$ cat src/hdl/rqs_pkg.sv
// Shared widths, codes and the control word type of the ready queue scheduler.
package rqs_pkg;

   localparam int QUEUE_DEPTH   = 16;
   localparam int PRIO_LEVELS   = 64;
   localparam int ID_W          = 8;
   localparam int PRIO_W        = 6;
   localparam int OPCODE_W      = 2;
   localparam int COUNT_W       = $clog2(QUEUE_DEPTH + 1);
   localparam int OCC_W         = 5;
   localparam int SLICE_W       = 8;
   localparam int CSR_INDEX_W   = 1;
   localparam int CSR_DATA_W    = 8;

   localparam logic [PRIO_W-1:0]  PRIO_MAX    = PRIO_W'(PRIO_LEVELS - 1);
   localparam logic [SLICE_W-1:0] SLICE_RESET = SLICE_W'(4);
   localparam logic [SLICE_W-1:0] SLICE_MAX   = '1;

   typedef enum logic [OPCODE_W-1:0] {
      OP_ENQUEUE = 2'd0,
      OP_DEQUEUE = 2'd1,
      OP_TICK    = 2'd2
   } opcode_type;

   typedef enum logic [CSR_INDEX_W-1:0] {
      CSR_POLICY_MODE  = 1'd0,
      CSR_SLICE_LENGTH = 1'd1
   } csr_index_type;

   typedef struct packed {
      logic              enqueue;
      logic              dequeue;
      logic              priority_mode;
      logic [ID_W-1:0]   new_id;
      logic [PRIO_W-1:0] new_prio;
   } cell_ctrl_type;

endpackage

$ cat src/hdl/rqs_channels.sv
// Handshake channel interfaces for requests, responses and register writes.
interface rqs_req_if;
   logic                              valid;
   logic                              ready;
   logic [rqs_pkg::OPCODE_W-1:0]      opcode;
   logic [rqs_pkg::ID_W-1:0]          task_id;
   logic [rqs_pkg::PRIO_W-1:0]        task_priority;

   modport source (output valid, output opcode, output task_id, output task_priority,
                   input ready);
   modport sink (input valid, input opcode, input task_id, input task_priority,
                 output ready);
endinterface

interface rqs_rsp_if;
   logic                              valid;
   logic                              ready;
   logic [rqs_pkg::ID_W-1:0]          chosen_id;
   logic                              run_idle;
   logic                              yield_request;
   logic                              overflow_error;
   logic [rqs_pkg::OCC_W-1:0]         occupancy;

   modport source (output valid, output chosen_id, output run_idle, output yield_request,
                   output overflow_error, output occupancy, input ready);
   modport sink (input valid, input chosen_id, input run_idle, input yield_request,
                 input overflow_error, input occupancy, output ready);
endinterface

interface rqs_csr_if;
   logic                              valid;
   logic                              ready;
   logic [rqs_pkg::CSR_INDEX_W-1:0]   index;
   logic [rqs_pkg::CSR_DATA_W-1:0]    data;

   modport source (output valid, output index, output data, input ready);
   modport sink (input valid, input index, input data, output ready);
endinterface

$ cat src/hdl/ready_queue_scheduler.sv
// Top level of the ready queue scheduler: request staging, slot chain and counters.
// The request channel carries one word per scheduler event: enqueue a task with its
// priority, dequeue the next task, or a timer tick. Each request word produces exactly
// one response word holding the chosen task, the idle, yield and overflow flags and
// the queue occupancy after the event.
// A request is captured in an input register and executed once the response register
// is free or being emptied; the slot chain updates all sixteen slots at once on that
// execution, and the response register is loaded in the same cycle. The input register
// holds one request, so a new request is taken only after the previous one has executed.
// The register port takes policy_mode (index 0) and slice_length (index 1) at any
// time and is always ready; writes should be made while no request is in flight.
// If the receiver stalls, the response is held and at most one further request is
// captured and waits in the input register; the request channel then stalls too.
// Reset empties the queue, clears the slice count, selects first-in first-out order
// and sets the slice length to four.
module ready_queue_scheduler (
   input logic       clock,
   input logic       reset,
   rqs_req_if.sink   req_chan,
   rqs_rsp_if.source rsp_chan,
   rqs_csr_if.sink   csr_chan
);

   localparam int DEPTH   = rqs_pkg::QUEUE_DEPTH;
   localparam int COUNT_W = rqs_pkg::COUNT_W;

   logic                          policy_mode_ff;
   logic [rqs_pkg::SLICE_W-1:0]   slice_length_ff;
   logic [rqs_pkg::SLICE_W-1:0]   slice_count_ff, slice_count_in;
   logic [COUNT_W-1:0]            count_ff, count_in;

   logic                          item_valid_ff;
   logic [rqs_pkg::OPCODE_W-1:0]  item_opcode_ff;
   logic [rqs_pkg::ID_W-1:0]      item_id_ff;
   logic [rqs_pkg::PRIO_W-1:0]    item_prio_ff;

   logic                          rsp_valid_ff;
   logic [rqs_pkg::ID_W-1:0]      chosen_id_ff, chosen_id_in;
   logic                          run_idle_ff, run_idle_in;
   logic                          yield_ff, yield_in;
   logic                          overflow_ff, overflow_in;
   logic [rqs_pkg::OCC_W-1:0]     occupancy_ff;

   logic                          execute;
   logic                          queue_full;
   logic                          queue_empty;
   logic [rqs_pkg::PRIO_W-1:0]    sat_prio;
   logic [rqs_pkg::SLICE_W-1:0]   slice_bumped;
   rqs_pkg::cell_ctrl_type        ctrl;

   logic [DEPTH-1:0]              found;
   logic [rqs_pkg::ID_W-1:0]      slot_id   [DEPTH];
   logic [rqs_pkg::PRIO_W-1:0]    slot_prio [DEPTH];

   assign req_chan.ready = !item_valid_ff;
   assign csr_chan.ready = 1'b1;
   assign execute        = item_valid_ff && (!rsp_valid_ff || rsp_chan.ready);
   assign queue_full     = (count_ff == COUNT_W'(DEPTH));
   assign queue_empty    = (count_ff == '0);
   assign sat_prio       = (item_prio_ff > rqs_pkg::PRIO_MAX) ? rqs_pkg::PRIO_MAX : item_prio_ff;
   assign slice_bumped   = (slice_count_ff < rqs_pkg::SLICE_MAX) ?
                           slice_count_ff + 1'b1 : slice_count_ff;

   assign ctrl.enqueue       = execute && (item_opcode_ff == rqs_pkg::OP_ENQUEUE) && !queue_full;
   assign ctrl.dequeue       = execute && (item_opcode_ff == rqs_pkg::OP_DEQUEUE) && !queue_empty;
   assign ctrl.priority_mode = policy_mode_ff;
   assign ctrl.new_id        = item_id_ff;
   assign ctrl.new_prio      = sat_prio;

   for (genvar i = 0; i < DEPTH; i++) begin : g_slot
      localparam logic [COUNT_W-1:0] SLOT_INDEX = COUNT_W'(i);
      logic                       left_found;
      logic [rqs_pkg::ID_W-1:0]   left_id, right_id;
      logic [rqs_pkg::PRIO_W-1:0] left_prio, right_prio;

      if (i == 0) begin : g_head
         assign left_found = 1'b0;
         assign left_id    = item_id_ff;
         assign left_prio  = sat_prio;
      end else begin : g_body
         assign left_found = found[i-1];
         assign left_id    = slot_id[i-1];
         assign left_prio  = slot_prio[i-1];
      end

      if (i == DEPTH - 1) begin : g_tail
         assign right_id   = slot_id[i];
         assign right_prio = slot_prio[i];
      end else begin : g_inner
         assign right_id   = slot_id[i+1];
         assign right_prio = slot_prio[i+1];
      end

      rqs_cell u_cell (
         .clock      (clock),
         .ctrl       (ctrl),
         .occupied   (count_ff > SLOT_INDEX),
         .found_left (left_found),
         .left_id    (left_id),
         .left_prio  (left_prio),
         .right_id   (right_id),
         .right_prio (right_prio),
         .found      (found[i]),
         .id         (slot_id[i]),
         .prio       (slot_prio[i])
      );
   end

   always_comb begin
      count_in       = count_ff;
      slice_count_in = slice_count_ff;
      chosen_id_in   = '0;
      run_idle_in    = 1'b0;
      yield_in       = 1'b0;
      overflow_in    = 1'b0;
      case (item_opcode_ff)
         rqs_pkg::OP_ENQUEUE: begin
            if (queue_full) begin
               overflow_in = 1'b1;
            end else begin
               count_in = count_ff + 1'b1;
            end
         end
         rqs_pkg::OP_DEQUEUE: begin
            if (queue_empty) begin
               run_idle_in = 1'b1;
            end else begin
               chosen_id_in = slot_id[0];
               count_in     = count_ff - 1'b1;
            end
            slice_count_in = '0;
         end
         rqs_pkg::OP_TICK: begin
            slice_count_in = slice_bumped;
            yield_in       = (slice_bumped >= slice_length_ff);
         end
         default: begin
         end
      endcase
   end

   always_ff @(posedge clock) begin
      if (reset) begin
         policy_mode_ff  <= 1'b0;
         slice_length_ff <= rqs_pkg::SLICE_RESET;
         slice_count_ff  <= '0;
         count_ff        <= '0;
         item_valid_ff   <= 1'b0;
         rsp_valid_ff    <= 1'b0;
      end else begin
         if (csr_chan.valid) begin
            case (csr_chan.index)
               rqs_pkg::CSR_POLICY_MODE:  policy_mode_ff  <= csr_chan.data[0];
               rqs_pkg::CSR_SLICE_LENGTH: slice_length_ff <= csr_chan.data;
               default: begin
               end
            endcase
         end
         if (req_chan.valid && req_chan.ready) begin
            item_valid_ff <= 1'b1;
         end else if (execute) begin
            item_valid_ff <= 1'b0;
         end
         if (execute) begin
            rsp_valid_ff   <= 1'b1;
            count_ff       <= count_in;
            slice_count_ff <= slice_count_in;
         end else if (rsp_chan.ready) begin
            rsp_valid_ff <= 1'b0;
         end
      end
   end

   always_ff @(posedge clock) begin
      if (req_chan.valid && req_chan.ready) begin
         item_opcode_ff <= req_chan.opcode;
         item_id_ff     <= req_chan.task_id;
         item_prio_ff   <= req_chan.task_priority;
      end
      if (execute) begin
         chosen_id_ff <= chosen_id_in;
         run_idle_ff  <= run_idle_in;
         yield_ff     <= yield_in;
         overflow_ff  <= overflow_in;
         occupancy_ff <= rqs_pkg::OCC_W'(count_in);
      end
   end

   assign rsp_chan.valid          = rsp_valid_ff;
   assign rsp_chan.chosen_id      = chosen_id_ff;
   assign rsp_chan.run_idle       = run_idle_ff;
   assign rsp_chan.yield_request  = yield_ff;
   assign rsp_chan.overflow_error = overflow_ff;
   assign rsp_chan.occupancy      = occupancy_ff;

endmodule

$ cat src/hdl/rqs_cell.sv
// One queue slot: holds a task id and priority and shifts with its neighbours.
module rqs_cell (
   input  logic                          clock,
   input  rqs_pkg::cell_ctrl_type        ctrl,
   input  logic                          occupied,
   input  logic                          found_left,
   input  logic [rqs_pkg::ID_W-1:0]      left_id,
   input  logic [rqs_pkg::PRIO_W-1:0]    left_prio,
   input  logic [rqs_pkg::ID_W-1:0]      right_id,
   input  logic [rqs_pkg::PRIO_W-1:0]    right_prio,
   output logic                          found,
   output logic [rqs_pkg::ID_W-1:0]      id,
   output logic [rqs_pkg::PRIO_W-1:0]    prio
);

   logic [rqs_pkg::ID_W-1:0]   id_ff, id_in;
   logic [rqs_pkg::PRIO_W-1:0] prio_ff, prio_in;
   logic                       newcomer_higher;

   assign newcomer_higher = ctrl.priority_mode && (ctrl.new_prio > prio_ff);
   assign found = found_left || !occupied || newcomer_higher;

   always_comb begin
      id_in   = id_ff;
      prio_in = prio_ff;
      if (ctrl.enqueue) begin
         if (found_left) begin
            id_in   = left_id;
            prio_in = left_prio;
         end else if (found) begin
            id_in   = ctrl.new_id;
            prio_in = ctrl.new_prio;
         end
      end else if (ctrl.dequeue) begin
         id_in   = right_id;
         prio_in = right_prio;
      end
   end

   always_ff @(posedge clock) begin
      id_ff   <= id_in;
      prio_ff <= prio_in;
   end

   assign id   = id_ff;
   assign prio = prio_ff;

endmodule

$ cat src/flat_wrapper.sv
// flat-port wrapper written by rule: the top's interface ports become plain ports
module ready_queue_scheduler_flat 
  (clock, reset, req_chan_valid, req_chan_opcode, req_chan_task_id, req_chan_task_priority, req_chan_ready, rsp_chan_valid, rsp_chan_chosen_id, rsp_chan_run_idle, rsp_chan_yield_request, rsp_chan_overflow_error, rsp_chan_occupancy, rsp_chan_ready, csr_chan_valid, csr_chan_index, csr_chan_data, csr_chan_ready);
  rqs_req_if req_chan_i ();
  rqs_rsp_if rsp_chan_i ();
  rqs_csr_if csr_chan_i ();
  input logic clock;
  input logic reset;
  input wire logic [$bits(req_chan_i.valid)-1:0] req_chan_valid;
  input wire logic [$bits(req_chan_i.opcode)-1:0] req_chan_opcode;
  input wire logic [$bits(req_chan_i.task_id)-1:0] req_chan_task_id;
  input wire logic [$bits(req_chan_i.task_priority)-1:0] req_chan_task_priority;
  output wire logic [$bits(req_chan_i.ready)-1:0] req_chan_ready;
  output wire logic [$bits(rsp_chan_i.valid)-1:0] rsp_chan_valid;
  output wire logic [$bits(rsp_chan_i.chosen_id)-1:0] rsp_chan_chosen_id;
  output wire logic [$bits(rsp_chan_i.run_idle)-1:0] rsp_chan_run_idle;
  output wire logic [$bits(rsp_chan_i.yield_request)-1:0] rsp_chan_yield_request;
  output wire logic [$bits(rsp_chan_i.overflow_error)-1:0] rsp_chan_overflow_error;
  output wire logic [$bits(rsp_chan_i.occupancy)-1:0] rsp_chan_occupancy;
  input wire logic [$bits(rsp_chan_i.ready)-1:0] rsp_chan_ready;
  input wire logic [$bits(csr_chan_i.valid)-1:0] csr_chan_valid;
  input wire logic [$bits(csr_chan_i.index)-1:0] csr_chan_index;
  input wire logic [$bits(csr_chan_i.data)-1:0] csr_chan_data;
  output wire logic [$bits(csr_chan_i.ready)-1:0] csr_chan_ready;
  assign req_chan_i.valid = req_chan_valid;
  assign req_chan_i.opcode = req_chan_opcode;
  assign req_chan_i.task_id = req_chan_task_id;
  assign req_chan_i.task_priority = req_chan_task_priority;
  assign req_chan_ready = req_chan_i.ready;
  assign rsp_chan_valid = rsp_chan_i.valid;
  assign rsp_chan_chosen_id = rsp_chan_i.chosen_id;
  assign rsp_chan_run_idle = rsp_chan_i.run_idle;
  assign rsp_chan_yield_request = rsp_chan_i.yield_request;
  assign rsp_chan_overflow_error = rsp_chan_i.overflow_error;
  assign rsp_chan_occupancy = rsp_chan_i.occupancy;
  assign rsp_chan_i.ready = rsp_chan_ready;
  assign csr_chan_i.valid = csr_chan_valid;
  assign csr_chan_i.index = csr_chan_index;
  assign csr_chan_i.data = csr_chan_data;
  assign csr_chan_ready = csr_chan_i.ready;
  ready_queue_scheduler u_core (.clock(clock), .reset(reset), .req_chan(req_chan_i), .rsp_chan(rsp_chan_i), .csr_chan(csr_chan_i));
endmodule
$ cat config.mk
export PLATFORM = sky130hd
export DESIGN_NAME = ready_queue_scheduler_flat
export DESIGN_NICKNAME = d
export VERILOG_FILES = /design/src/hdl/rqs_pkg.sv /design/src/hdl/rqs_channels.sv /design/src/hdl/ready_queue_scheduler.sv /design/src/hdl/rqs_cell.sv /design/src/flat_wrapper.sv
export SDC_FILE = /design/constraint.sdc
export NUM_CORES = 1
export LEC_CHECK = 0
export ABC_AREA = 1
export BUFFER_PORTS_ARGS = -buffer_cell sky130_fd_sc_hd__buf_4
export CORE_UTILIZATION = 45
export DETAILED_ROUTE_END_ITERATION = 7
export SLEW_MARGIN = 20
export SYNTH_ARGS = -nofsm -noshare
export SYNTH_HDL_FRONTEND = slang
export SYNTH_SLANG_ARGS = --single-unit
$ cat constraint.sdc
create_clock -name clock -period 5.1 [get_ports clock]
set_input_delay 1.02 -clock clock [delete_from_list [all_inputs] [get_ports clock]]
set_output_delay 1.02 -clock clock [all_outputs]
set_load 0.01 [all_outputs]
==> metrics <==
status=completed; Final Hold Fails=0; initial antenna violation count=0; DRT antenna net count=0; initial core utilization=a little under half; worst hold path stage count=2; hold wc startpoint=u_core.slice_length_ff[3]; final WL=46600 um; DIE HEIGHT=189 um; number of flops mapped to enable cells by yosys=between 200 and 300; Final Skew=0.0131 ns; kind of critical path=flop to flop; Cell Rows=68; syn avg cell area=9.05 um^2; dpl hpwl=33600 um; Root Driver=clkbuf_16; fraction of layout cells with a size suffix above 1=9.10%; arrival time worst endpoint=4.50 ns; dominant synthesized flop cell=edfxtp_1; Reg2Reg Setup Slack=roughly 0.80 ns; Worst-Margin Slew=1.23 ns; setup_tns=0 ns; Final #Nets=roughly 1900; iteration count of the initial detailed-routing pass=5; Fmax achieved=232 MHz; area share of the largest cell type after synthesis=48.8%; Synth Instances=1740; area post-placement=16700 um^2; period utilization=84.4%; RR Endpoint=u_core.g_slot[12].u_cell.prio[4]; Worst R2R Start=u_core.item_prio_ff[3]; Async SR Flop Fraction=0%; kind of end point of the critical path=flop; Final Slew Violations=0; Tmin final=4.30 ns; register bit total from synthesis=280; FF-to-FF path depth=15; # diodes=0; area grow syn2layout=12.3%; post-synth cell types=46; vias per cell=5.69; Core Util, Final=51.3%; hold buffer count at CTS=0; # port buffers=47; core box area=34500 um^2; leading cell type in the layout, fill and taps excluded=nand2_1; leakage=7.93 nW; Yosys top cell by area=edfxtp_1; placed cells=2203; placer congestion estimate=between 0.8 and 0.9; Iter 0 DRT Violations=1109; max_slew headroom=17.9%; H-tree levels=1; clk slew on worst S/H paths=0.06 ns; I/O pin count=49; Startpoint Class=flop; CTS resizes=0; max_cap viols=0; detailed-route via count=12845; vias in the first global route=roughly 13000; largest net degree at the start of global routing=71; Crit Path Max Fanout=18; Synthesized Nets=1883; sequential fraction of the synthesis area=roughly half; Die Area=35800 um^2; Max rail drop VDD=0.314 mV; drt drc=0; final instance area=17700 um^2; Clock Latency Late Sink=approximately 0.58 ns; synthesized cell area=~16000 um^2; PwrDens=308 nW/um^2; most frequent cells in the layout=nand2_1, edfxtp_1, inv_1, o22ai_1, ha_1; first-pass GRT wire length=72400 um; CTS tree=done; RSZ-0062 raised after global routing=false; required time worst endpoint=5.30 ns; # Post-CTS Setup Buffers=0; Non-Filler Instances=2258; Hold EP=u_core.slice_length_ff[3]; cts bufs inserted=31; All-Layer GR Usage=26.3%; WL/cell=20.7 um; # clock sinks=280; Ys Warns=0; Chip Width=189 um; Synth area leaders=edfxtp_1, nand2_1, ha_1, o22ai_1, inv_1; worst hold path class=flop to flop; # setup viols final=0; Overflow after GRT=0; Clock Tree Buf Depth=3
metal layers:
| layer | part of all wire (%) | GRT usage [%] |
|---|---|---|
| met1 | 44 | 36.8 |
| met2 | 45 | 41.6 |
| met3 | 6.4 | 3.13 |
| met4 | 4.3 | 10.8 |
| met5 | 0 | 0 |
logic make-up (layout without fill, tap and decap cells):
kind of cell	Yosys count	count (layout)	share of synthesized area [%]
AO/OA/AOI/OAI	410	410	14.9
multiplexers	1	1	0.0715
XOR/XNOR	6	6	0.334
adder cells (fa/ha/maj)	113	113	8.97
AND/OR/NAND/NOR	607	607	15.9
buffers and inverters	322	385	7.89
flip-flops	280	280	51.8
other	1	1	0.0238
cell usage after synthesis (7+ instances only):
cell type  number
nand2_1       436
edfxtp_1      256
inv_1         233
o22ai_1       157
o21ai_0       117
ha_1          113
nor2_1         84
clkbuf_1       67
a21oi_1        64
nand3_1        61
o21ai_1        36
dfxtp_1        24
o211ai_1        9
o21bai_1        9
nor3_1          8
buf_2           7
critical path: stages, from the launching register on:
cell	delay, ns
edfxtp_1	0.68
ha_1	0.43
nand2_1	0.06
nor2_1	0.12
a21oi_1	0.08
nand2_1	0.10
nand2_2	0.10
nor2_8	0.32
nand4_4	0.20
nor3_4	0.15
buf_4	0.26
nand4_2	0.17
nor2_4	0.42
nand3_1	0.18
nand2_2	0.25
nand2_1	0.40
sequential cells by signal (all words and copies together) (netlist names):
register and flops:
u_core.rsp_chan.overflow_error 1, u_core.item_prio_ff 6, u_core.slice_length_ff 8, u_core.count_ff 5, u_core.g_slot.u_cell.id 128, u_core.rsp_chan.yield_request 1, u_core.rsp_chan.chosen_id 8, u_core.g_slot.left_id 8
u_core.rsp_chan.occupancy 5, u_core.policy_mode_ff 1, u_core.slice_count_ff 8, u_core.g_slot.u_cell.prio 96, u_core.item_valid_ff 1, u_core.rsp_chan.run_idle 1, u_core.rsp_chan.valid 1, u_core.item_opcode_ff 2
worst max path at each step:
stage	slack, ns	from	depth (start not counted)	to
after global routing	0.49	u_core.item_prio_ff[3]	15	u_core.g_slot[12].u_cell.prio[4]
after global placement	0.91	u_core.item_prio_ff[3]	16	u_core.g_slot[12].u_cell.id[6]
final	0.80	u_core.item_prio_ff[3]	15	u_core.g_slot[12].u_cell.prio[4]
after CTS	0.81	u_core.item_prio_ff[3]	15	u_core.g_slot[12].u_cell.prio[4]
after detailed placement	0.80	u_core.item_prio_ff[3]	15	u_core.g_slot[12].u_cell.id[6]
after floorplan	1.54	u_core.item_prio_ff[5]	12	u_core.g_slot[10].u_cell.id[0]
where the power goes:
group	leakage (nW)	switching [mW]	internal [mW]
clock	0.495	0.926	1.36
combinational	4.90	0.334	0.172
sequential	2.54	0.0492	2.60
cell type report:
class                           count  area, um^2
Timing Repair Buffer               92         691
Clock inverter                     16         206
Clock buffer                       39         806
Tap cell                          455         569
Multi-Input combinational cell   1138        6350
Sequential cell                   280        8170
Inverter                          238         896
Fill cell                        3179       16800
stage by stage:
step / hold slack [ns] / setup WS, ns / total power [mW]
2_1_floorplan: 0.433 / 1.54 / 3.01
3_3_place_gp: 0.452 / 0.912 / 3.18
3_5_place_dp: 0.459 / 0.799 / 3.20
4_1_cts: 0.467 / 0.807 / 5.47
5_1_grt: 0.484 / 0.492 / 5.62
6_report: 0.459 / 0.797 / 5.44
No activity file was read; power rests on OpenSTA's default activity.
